===== config.mk =====
export PLATFORM = sky130hd
export DESIGN_NAME = odd_even_transposition_sorter_core
export DESIGN_NICKNAME = d
export VERILOG_FILES = /design/src/design/oets_pkg.sv /design/src/design/oets_front.sv /design/src/design/oets_queue.sv /design/src/design/oets_back.sv /design/src/design/odd_even_transposition_sorter_core.sv
export SDC_FILE = /design/constraint.sdc
export NUM_CORES = 2
export LEC_CHECK = 0
export CAP_MARGIN = 20
export CORE_MARGIN = 1
export CORE_UTILIZATION = 30
export DETAILED_ROUTE_END_ITERATION = 6
export DONT_BUFFER_PORTS = 1
export SYNTH_ARGS = -nofsm -noshare
export SYNTH_HDL_FRONTEND = slang
export SYNTH_HIERARCHICAL = 1
export SYNTH_SLANG_ARGS = --single-unit

===== constraint.sdc =====
create_clock -name clk -period 11.6 [get_ports clk]
set_input_delay 2.32 -clock clk [delete_from_list [all_inputs] [get_ports clk]]
set_output_delay 2.32 -clock clk [all_outputs]
set_load 0.03 [all_outputs]

===== src/design/oets_pkg.sv =====
// Types and constants for the odd-even transposition sorter.
// No dependencies; used by every module of the block.
`default_nettype none

package oets_pkg;

  localparam int QUEUE_DEPTH = 2;
  localparam int QUEUE_AW    = $clog2(QUEUE_DEPTH);
  localparam int QUEUE_CW    = $clog2(QUEUE_DEPTH + 1);

  typedef struct packed {
    logic signed [31:0] in_value;
    logic               is_last;
  } item_t;

  typedef struct packed {
    logic signed [31:0] out_value;
    logic               out_last;
    logic               overflow;
  } result_t;

  // Classified item handed from the front end to the sorting engine.
  typedef struct packed {
    logic signed [31:0] value;
    logic               keep;
    logic               is_last;
    logic               overflow;
  } cmd_t;

endpackage

`default_nettype wire


===== src/design/oets_front.sv =====
// Front end: accepts items and classifies each as stored or dropped.
// Depends on oets_pkg.
`default_nettype none

module oets_front #(
  parameter int DEPTH = 32
) (
  input  wire logic           clk,
  input  wire logic           rst,
  input  wire logic           start,
  input  wire oets_pkg::item_t item,
  input  wire logic           full,
  output logic                push,
  output oets_pkg::cmd_t      cmd
);

  localparam int CW = $clog2(DEPTH + 1);

  logic [CW-1:0] count;
  logic [CW-1:0] count_next;
  logic          ovf;
  logic          ovf_next;
  logic          drop;

  assign push = start && !full;
  assign drop = (count == CW'(DEPTH));

  always_comb begin
    count_next = count;
    ovf_next   = ovf;
    if (push) begin
      if (drop) begin
        ovf_next = 1'b1;
      end else begin
        count_next = count + CW'(1);
      end
      // The batch closes here; the next item opens a new one.
      if (item.is_last) begin
        count_next = '0;
        ovf_next   = 1'b0;
      end
    end
  end

  always_ff @(posedge clk) begin
    if (rst) begin
      count <= '0;
      ovf   <= 1'b0;
    end else begin
      count <= count_next;
      ovf   <= ovf_next;
    end
  end

  assign cmd.value    = item.in_value;
  assign cmd.keep     = !drop;
  assign cmd.is_last  = item.is_last;
  assign cmd.overflow = ovf || drop;

endmodule

`default_nettype wire


===== src/design/oets_queue.sv =====
// Two-entry queue of classified items between front end and sorting engine.
// Depends on oets_pkg.
`default_nettype none

module oets_queue (
  input  wire logic          clk,
  input  wire logic          rst,
  input  wire logic          push,
  input  wire oets_pkg::cmd_t wdata,
  input  wire logic          pop,
  output oets_pkg::cmd_t     rdata,
  output logic               full,
  output logic               empty
);

  oets_pkg::cmd_t                   entries [oets_pkg::QUEUE_DEPTH];
  logic [oets_pkg::QUEUE_AW-1:0]    wptr;
  logic [oets_pkg::QUEUE_AW-1:0]    rptr;
  logic [oets_pkg::QUEUE_CW-1:0]    cnt;
  logic [oets_pkg::QUEUE_CW-1:0]    cnt_next;

  assign full  = (cnt == oets_pkg::QUEUE_CW'(oets_pkg::QUEUE_DEPTH));
  assign empty = (cnt == '0);
  assign rdata = entries[rptr];

  always_comb begin
    cnt_next = cnt;
    if (push && !pop) begin
      cnt_next = cnt + oets_pkg::QUEUE_CW'(1);
    end else if (pop && !push) begin
      cnt_next = cnt - oets_pkg::QUEUE_CW'(1);
    end
  end

  always_ff @(posedge clk) begin
    if (rst) begin
      wptr <= '0;
      rptr <= '0;
      cnt  <= '0;
    end else begin
      if (push) begin
        wptr <= wptr + oets_pkg::QUEUE_AW'(1);
      end
      if (pop) begin
        rptr <= rptr + oets_pkg::QUEUE_AW'(1);
      end
      cnt <= cnt_next;
    end
  end

  always_ff @(posedge clk) begin
    if (push) begin
      entries[wptr] <= wdata;
    end
  end

endmodule

`default_nettype wire


===== src/design/oets_back.sv =====
// Sorting engine: a row of value cells that loads a batch, sorts it by
// parallel odd-even transposition phases and shifts the result out.
// Depends on oets_pkg.
`default_nettype none

module oets_back #(
  parameter int DEPTH = 32
) (
  input  wire logic           clk,
  input  wire logic           rst,
  input  wire oets_pkg::cmd_t cmd,
  input  wire logic           empty,
  output logic                pop,
  output logic                valid,
  output oets_pkg::result_t   result
);

  localparam int CW = $clog2(DEPTH + 1);
  localparam int IW = $clog2(DEPTH);

  typedef enum logic [2:0] {
    S_LOAD = 3'b001,
    S_SORT = 3'b010,
    S_EMIT = 3'b100
  } state_t;

  state_t             state;
  state_t             state_next;
  logic signed [31:0] cells      [DEPTH];
  logic signed [31:0] cells_next [DEPTH];
  logic [DEPTH-2:0]   swp;
  logic [CW-1:0]      fill;
  logic [CW-1:0]      fill_next;
  logic               odd_phase;
  logic               odd_phase_next;
  logic               ovf;
  logic               ovf_next;

  assign pop = (state == S_LOAD) && !empty;

  // A pair takes part when its left index matches the phase parity and both
  // of its entries lie inside the batch.
  always_comb begin
    for (int i = 0; i < DEPTH - 1; i++) begin
      swp[i] = (state == S_SORT) && (i[0] == odd_phase) && (CW'(i + 1) < fill) &&
               (cells[i] > cells[i + 1]);
    end
  end

  always_comb begin
    state_next     = state;
    fill_next      = fill;
    odd_phase_next = odd_phase;
    ovf_next       = ovf;
    for (int i = 0; i < DEPTH; i++) begin
      cells_next[i] = cells[i];
    end
    unique case (state)
      S_LOAD: begin
        if (pop) begin
          if (cmd.keep) begin
            cells_next[fill[IW-1:0]] = cmd.value;
            fill_next = fill + CW'(1);
          end
          if (cmd.is_last) begin
            ovf_next       = cmd.overflow;
            odd_phase_next = 1'b0;
            state_next     = S_SORT;
          end
        end
      end
      S_SORT: begin
        for (int i = 0; i < DEPTH - 1; i++) begin
          if (swp[i]) begin
            cells_next[i]     = cells[i + 1];
            cells_next[i + 1] = cells[i];
          end
        end
        // An odd phase without a swap follows an even phase, so all is in order.
        if (odd_phase && (swp == '0)) begin
          odd_phase_next = 1'b0;
          state_next     = S_EMIT;
        end else begin
          odd_phase_next = !odd_phase;
        end
      end
      S_EMIT: begin
        for (int i = 0; i < DEPTH - 1; i++) begin
          cells_next[i] = cells[i + 1];
        end
        fill_next = fill - CW'(1);
        if (fill == CW'(1)) begin
          ovf_next   = 1'b0;
          state_next = S_LOAD;
        end
      end
      default: begin
        state_next = S_LOAD;
      end
    endcase
  end

  always_ff @(posedge clk) begin
    if (rst) begin
      state     <= S_LOAD;
      fill      <= '0;
      odd_phase <= 1'b0;
      ovf       <= 1'b0;
    end else begin
      state     <= state_next;
      fill      <= fill_next;
      odd_phase <= odd_phase_next;
      ovf       <= ovf_next;
    end
  end

  always_ff @(posedge clk) begin
    for (int i = 0; i < DEPTH; i++) begin
      cells[i] <= cells_next[i];
    end
  end

  assign valid            = (state == S_EMIT);
  assign result.out_value = cells[0];
  assign result.out_last  = (fill == CW'(1));
  assign result.overflow  = ovf;

endmodule

`default_nettype wire


===== src/design/odd_even_transposition_sorter_core.sv =====
// Top level of the odd-even transposition sorter.
// Depends on oets_pkg, oets_front, oets_queue and oets_back.
//
// Items are taken one per cycle while busy is low. A batch of n stored
// values, closed by an item with is_last set, is loaded into the row of
// DEPTH value cells, sorted there by alternating even and odd phases of
// transposition until an odd phase makes no swap, then the sorted values
// leave one per cycle with valid high; the receiver cannot stall, so each
// result must be taken in its cycle. A two-entry queue lets the next batch
// start arriving while one is being sorted; busy rises once that queue is
// full.
`default_nettype none

module odd_even_transposition_sorter_core #(
  parameter int DEPTH = 32
) (
  input  wire logic            clk,
  input  wire logic            rst,
  input  wire logic            start,
  input  wire oets_pkg::item_t item,
  output logic                 busy,
  output logic                 valid,
  output oets_pkg::result_t    result
);

  oets_pkg::cmd_t front_cmd;
  oets_pkg::cmd_t back_cmd;
  logic           push;
  logic           pop;
  logic           full;
  logic           empty;

  assign busy = full;

  oets_front #(.DEPTH(DEPTH)) u_front (
    .clk   (clk),
    .rst   (rst),
    .start (start),
    .item  (item),
    .full  (full),
    .push  (push),
    .cmd   (front_cmd)
  );

  oets_queue u_queue (
    .clk   (clk),
    .rst   (rst),
    .push  (push),
    .wdata (front_cmd),
    .pop   (pop),
    .rdata (back_cmd),
    .full  (full),
    .empty (empty)
  );

  oets_back #(.DEPTH(DEPTH)) u_back (
    .clk    (clk),
    .rst    (rst),
    .cmd    (back_cmd),
    .empty  (empty),
    .pop    (pop),
    .valid  (valid),
    .result (result)
  );

endmodule

`default_nettype wire


==> results.md <==
* Yosys warns at 6
* First-pass GRT wire length at roughly 390000 um
* Final HPWL DP at 191000 um
* Max IR drop VDD at around 0.20 mV
* Post-layout minimum cycle time at 5.65 ns
* Routed Wire Length at 259000 um
* Most heavily used metal layer in global routing: met2
* Critical R2R Capture: u_back/cells[0][163]$_DFFE_PP_
* Max Slew Vio Count at 0
* CTS tree: built
* Crit path DAT at approximately 3.3 ns
* Int Pwr at ~0.0076 W
* Mean Syn Cell Area at 10.1 um^2
* Total congestion overflow at 0
* Share of power burned in registers at 44.7%
* Tcrit/Tclk final at between 40% and 50%
* Netlist cell types at 96
* Residual DRC at 0
* Crit path kind: reg -> out
* Placer Congestion at about 0.94
* Antenna violations before repair at 3
* CTS Buf Count at 135
* Switching Power at 0.00381 W
* Hold depth at 2
* Most common cell after layout, fill and taps aside: edfxtp_1
* FF+latch count, synth at roughly 1100
* CTS clk-pin slew, worst paths at about 0.060 ns
* Synthesized Nets at 8655
* Final nets at around 8400
* Post-CTS setup buffer count at 0
* ANT nets after route at 0
* Post-CTS Resized at 0
* Worst-Skew Late Latency at 0.80 ns
* Hold Vio Cnt, Final at 0
* Post-synth ARST share at 0%
* Layout cells sized above 1 at 6.13%
* Max Buffers Root-to-Sink at 3
* Setup TNS at 0 ns
* HP Start: u_queue/cnt[1]$_SDFFE_PP0P_
* Wirelength per Cell at between 20 and 25 um
* Worst slew margin at 16.7%
* Vias in the first global route at 60700
* WP data required at 9.28 ns
* Total GRT Usage at 19.5%
* Met1 Use GR at a little over a quarter
* GR Layer Usage met2 at 30.2%
* Power share of the combinational group at 18.3%
* MaxCap Viol Count at 0
* Non-Filler Instances at 10900
* P&R area growth vs syn at 10.5%
* Switching share of power at 33.5%
* Cell Area, Synth at 77000 um^2
* Met3 GRT Util at under 10%
* Part of the power in the clock network at 36.9%
* Post-synth top flop: edfxtp_1
* F_max at around 180 MHz
* Worst R2R Start: u_back/cells[0][185]$_DFFE_PP_
* Die area at about 260000 um^2
* Post-synth EDFFs at 1094
* Die Span X at about 500 um
* Die H at 509 um
* Avg Vias per Cell at 5.82
* CP max FO at 35
* Actual slew at the worst max-slew pin at 1.23 ns
* Cts hold-fix bufs at 0
* Unrepaired setup endpoints after global routing: false
* CTS root buffer: clkbuf_16
* Fillers at 25400
* Starting DRT DRC Count at 7199
* Largest net degree at the start of global routing at 66
* Vias post-DR at 63300
* Worst setup SP type: flop
* Hold path endpoint: u_queue/cnt[1]$_SDFFE_PP0P_
* Sequential cell area fraction in the yosys report at 43.3%
* R2R Setup Slk at about 6.7 ns
* HP Class: reg -> reg
* H-tree depth at 4
* Final setup viols at 0
* Core Area at ~250000 um^2
* IO Count at 72
* PD cells at 134 nW/um^2
* Status: finished clean
* Initial Util at 30.2%
* IO buf count at 0
* Inst Count DP at 10600
* Skew final at between 0.04 and 0.05 ns
* Mapped Cells at 7620
* Most frequent cells in the layout: edfxtp_1 (1094), inv_1 (1051), ha_1 (999)
* Worst setup EP type: output port
* Clk sinks at approximately 1100
* Leakage power at 36.6 nW
* Cell row count at 185
* Drt pass-1 iters at 6
* Reg2reg path depth at 11
-- sequential cells by signal, indices dropped and copies added (netlist names), named ones only --
name	flops
u_back/state	3
u_back/odd_phase	1
u_front/ovf	1
u_queue/cnt	2
u_queue/rptr	1
u_queue/wptr	1
u_back/cells	1024
u_front/count	6
u_back/ovf	1
u_back/fill	6
u_queue/entries	70
-- critical path: stages (launching register included) --
cell and delay (ns):
dfxtp_1 0.41, inv_1 0.17, ha_1 0.43, nor2b_1 0.51
nand2_1 0.12, buf_4 0.28, nor2_1 0.60
-- cell type report --
cell class                 instances  area, um^2  area share [%]
inverter                        1054        3960            4.65
clock buffer                     171        3580            4.21
clock inverter                    68         696           0.818
antenna                            2        5.00         0.00589
sequential                      1117       33300            39.2
multi-input combinational       4941       37800            44.4
tap                             3366        4210            4.95
timing repair buffer             149        1490            1.75
-- metal layers --
metal,vias to the layer above,part of all wire [%]
li1,28400,-
met1,31200,43
met2,3190,44
met3,552,8.8
met4,0,5.0
met5,-,0
-- cell families (layout without fill, tap and decap cells) --
kind of cell               count (synthesis)  in the layout  synth area share, %
DFF                                     1117           1117                 43.3
buffers and inverters                   1562           1442                 8.11
xor gates and xnor gates                  15             15                0.171
other                                      0              2                    0
muxes                                     39             39                0.571
and+or+nand+nor                         1664           1664                 10.1
adders and majority gates                999            999                 16.2
AOI/OAI and AO/OA                       2224           2224                 21.5
-- through the flow --
step	hold WS, ns	total power, W	area (um^2)	util, %	worst slack [ns]
after floorplan	0.461	0.00618	77000	-	6.92
after global placement	0.478	0.00709	80200	31.5	6.00
after detailed placement	0.492	0.00716	80400	31.6	6.63
after CTS	0.501	0.0114	84700	33.3	6.02
after global routing	0.544	0.0117	85000	33.4	5.87
final	0.500	0.0114	85000	33.4	5.95
-- how the worst max path moves through the flow --
stage,from,cells after the start,slack (ns),endpoint
floorplan,start,4,6.92,u_queue/entries[0][0]$_DFFE_PP_
global placement,u_back/cells[0][511]$_DFFE_PP_,12,6.00,u_back/cells[0][500]$_DFFE_PP_
detailed placement,u_back/cells[0][78]$_DFFE_PP_,12,6.63,u_back/cells[0][73]$_DFFE_PP_
CTS,u_back/fill[1]$_SDFFE_PP0P_,6,6.02,result[1]
global route,u_back/fill[1]$_SDFFE_PP0P_,6,5.87,result[1]
finish,u_back/fill[1]$_SDFFE_PP0P_,6,5.95,result[1]
-- cells in the mapped netlist, types with 7 or more instances --
master,count,area [um^2]
or3_1,11,68.8
a21o_1,153,1150
or2_1,7,43.8
and2_1,10,62.6
a211oi_1,15,113
and4_1,34,298
a22o_1,32,280
xor2_1,10,87.6
buf_4,72,541
and3_1,7,43.8
o21a_1,29,218
buf_2,78,390
nor2_1,633,2380
nand2b_1,24,150
o211ai_1,40,300
buf_1,8,30.0
a31oi_1,19,119
clkbuf_1,348,1310
o31a_1,26,228
a221o_1,548,5490
o221ai_1,195,1710
nor3_1,25,125
nor3b_1,7,52.6
dfxtp_1,23,460
o31ai_1,13,97.6
or4_1,14,105
ha_1,999,12500
inv_1,1052,3950
nor4_1,36,225
a21oi_1,394,1970
nand2_1,437,1640
a2111oi_0,8,70.1
o21ai_1,14,70.1
a22oi_1,227,1700
mux2_2,36,405
o21ai_0,393,1970
a21boi_0,17,128
nand4_1,201,1260
a221oi_1,33,289
edfxtp_1,1094,32900
nor2b_1,52,325
nand3_1,124,621
-- power groups by stage --
stage	Sequential (W)	Combinational, W	Clock [W]
final	0.00508	0.00209	0.00420
after global routing	0.00510	0.00217	0.00441
after CTS	0.00508	0.00201	0.00426
after detailed placement	0.00516	0.00200	0
after global placement	0.00516	0.00194	0
after floorplan	0.00488	0.00130	0
Power figures use the tool's default switching activity.
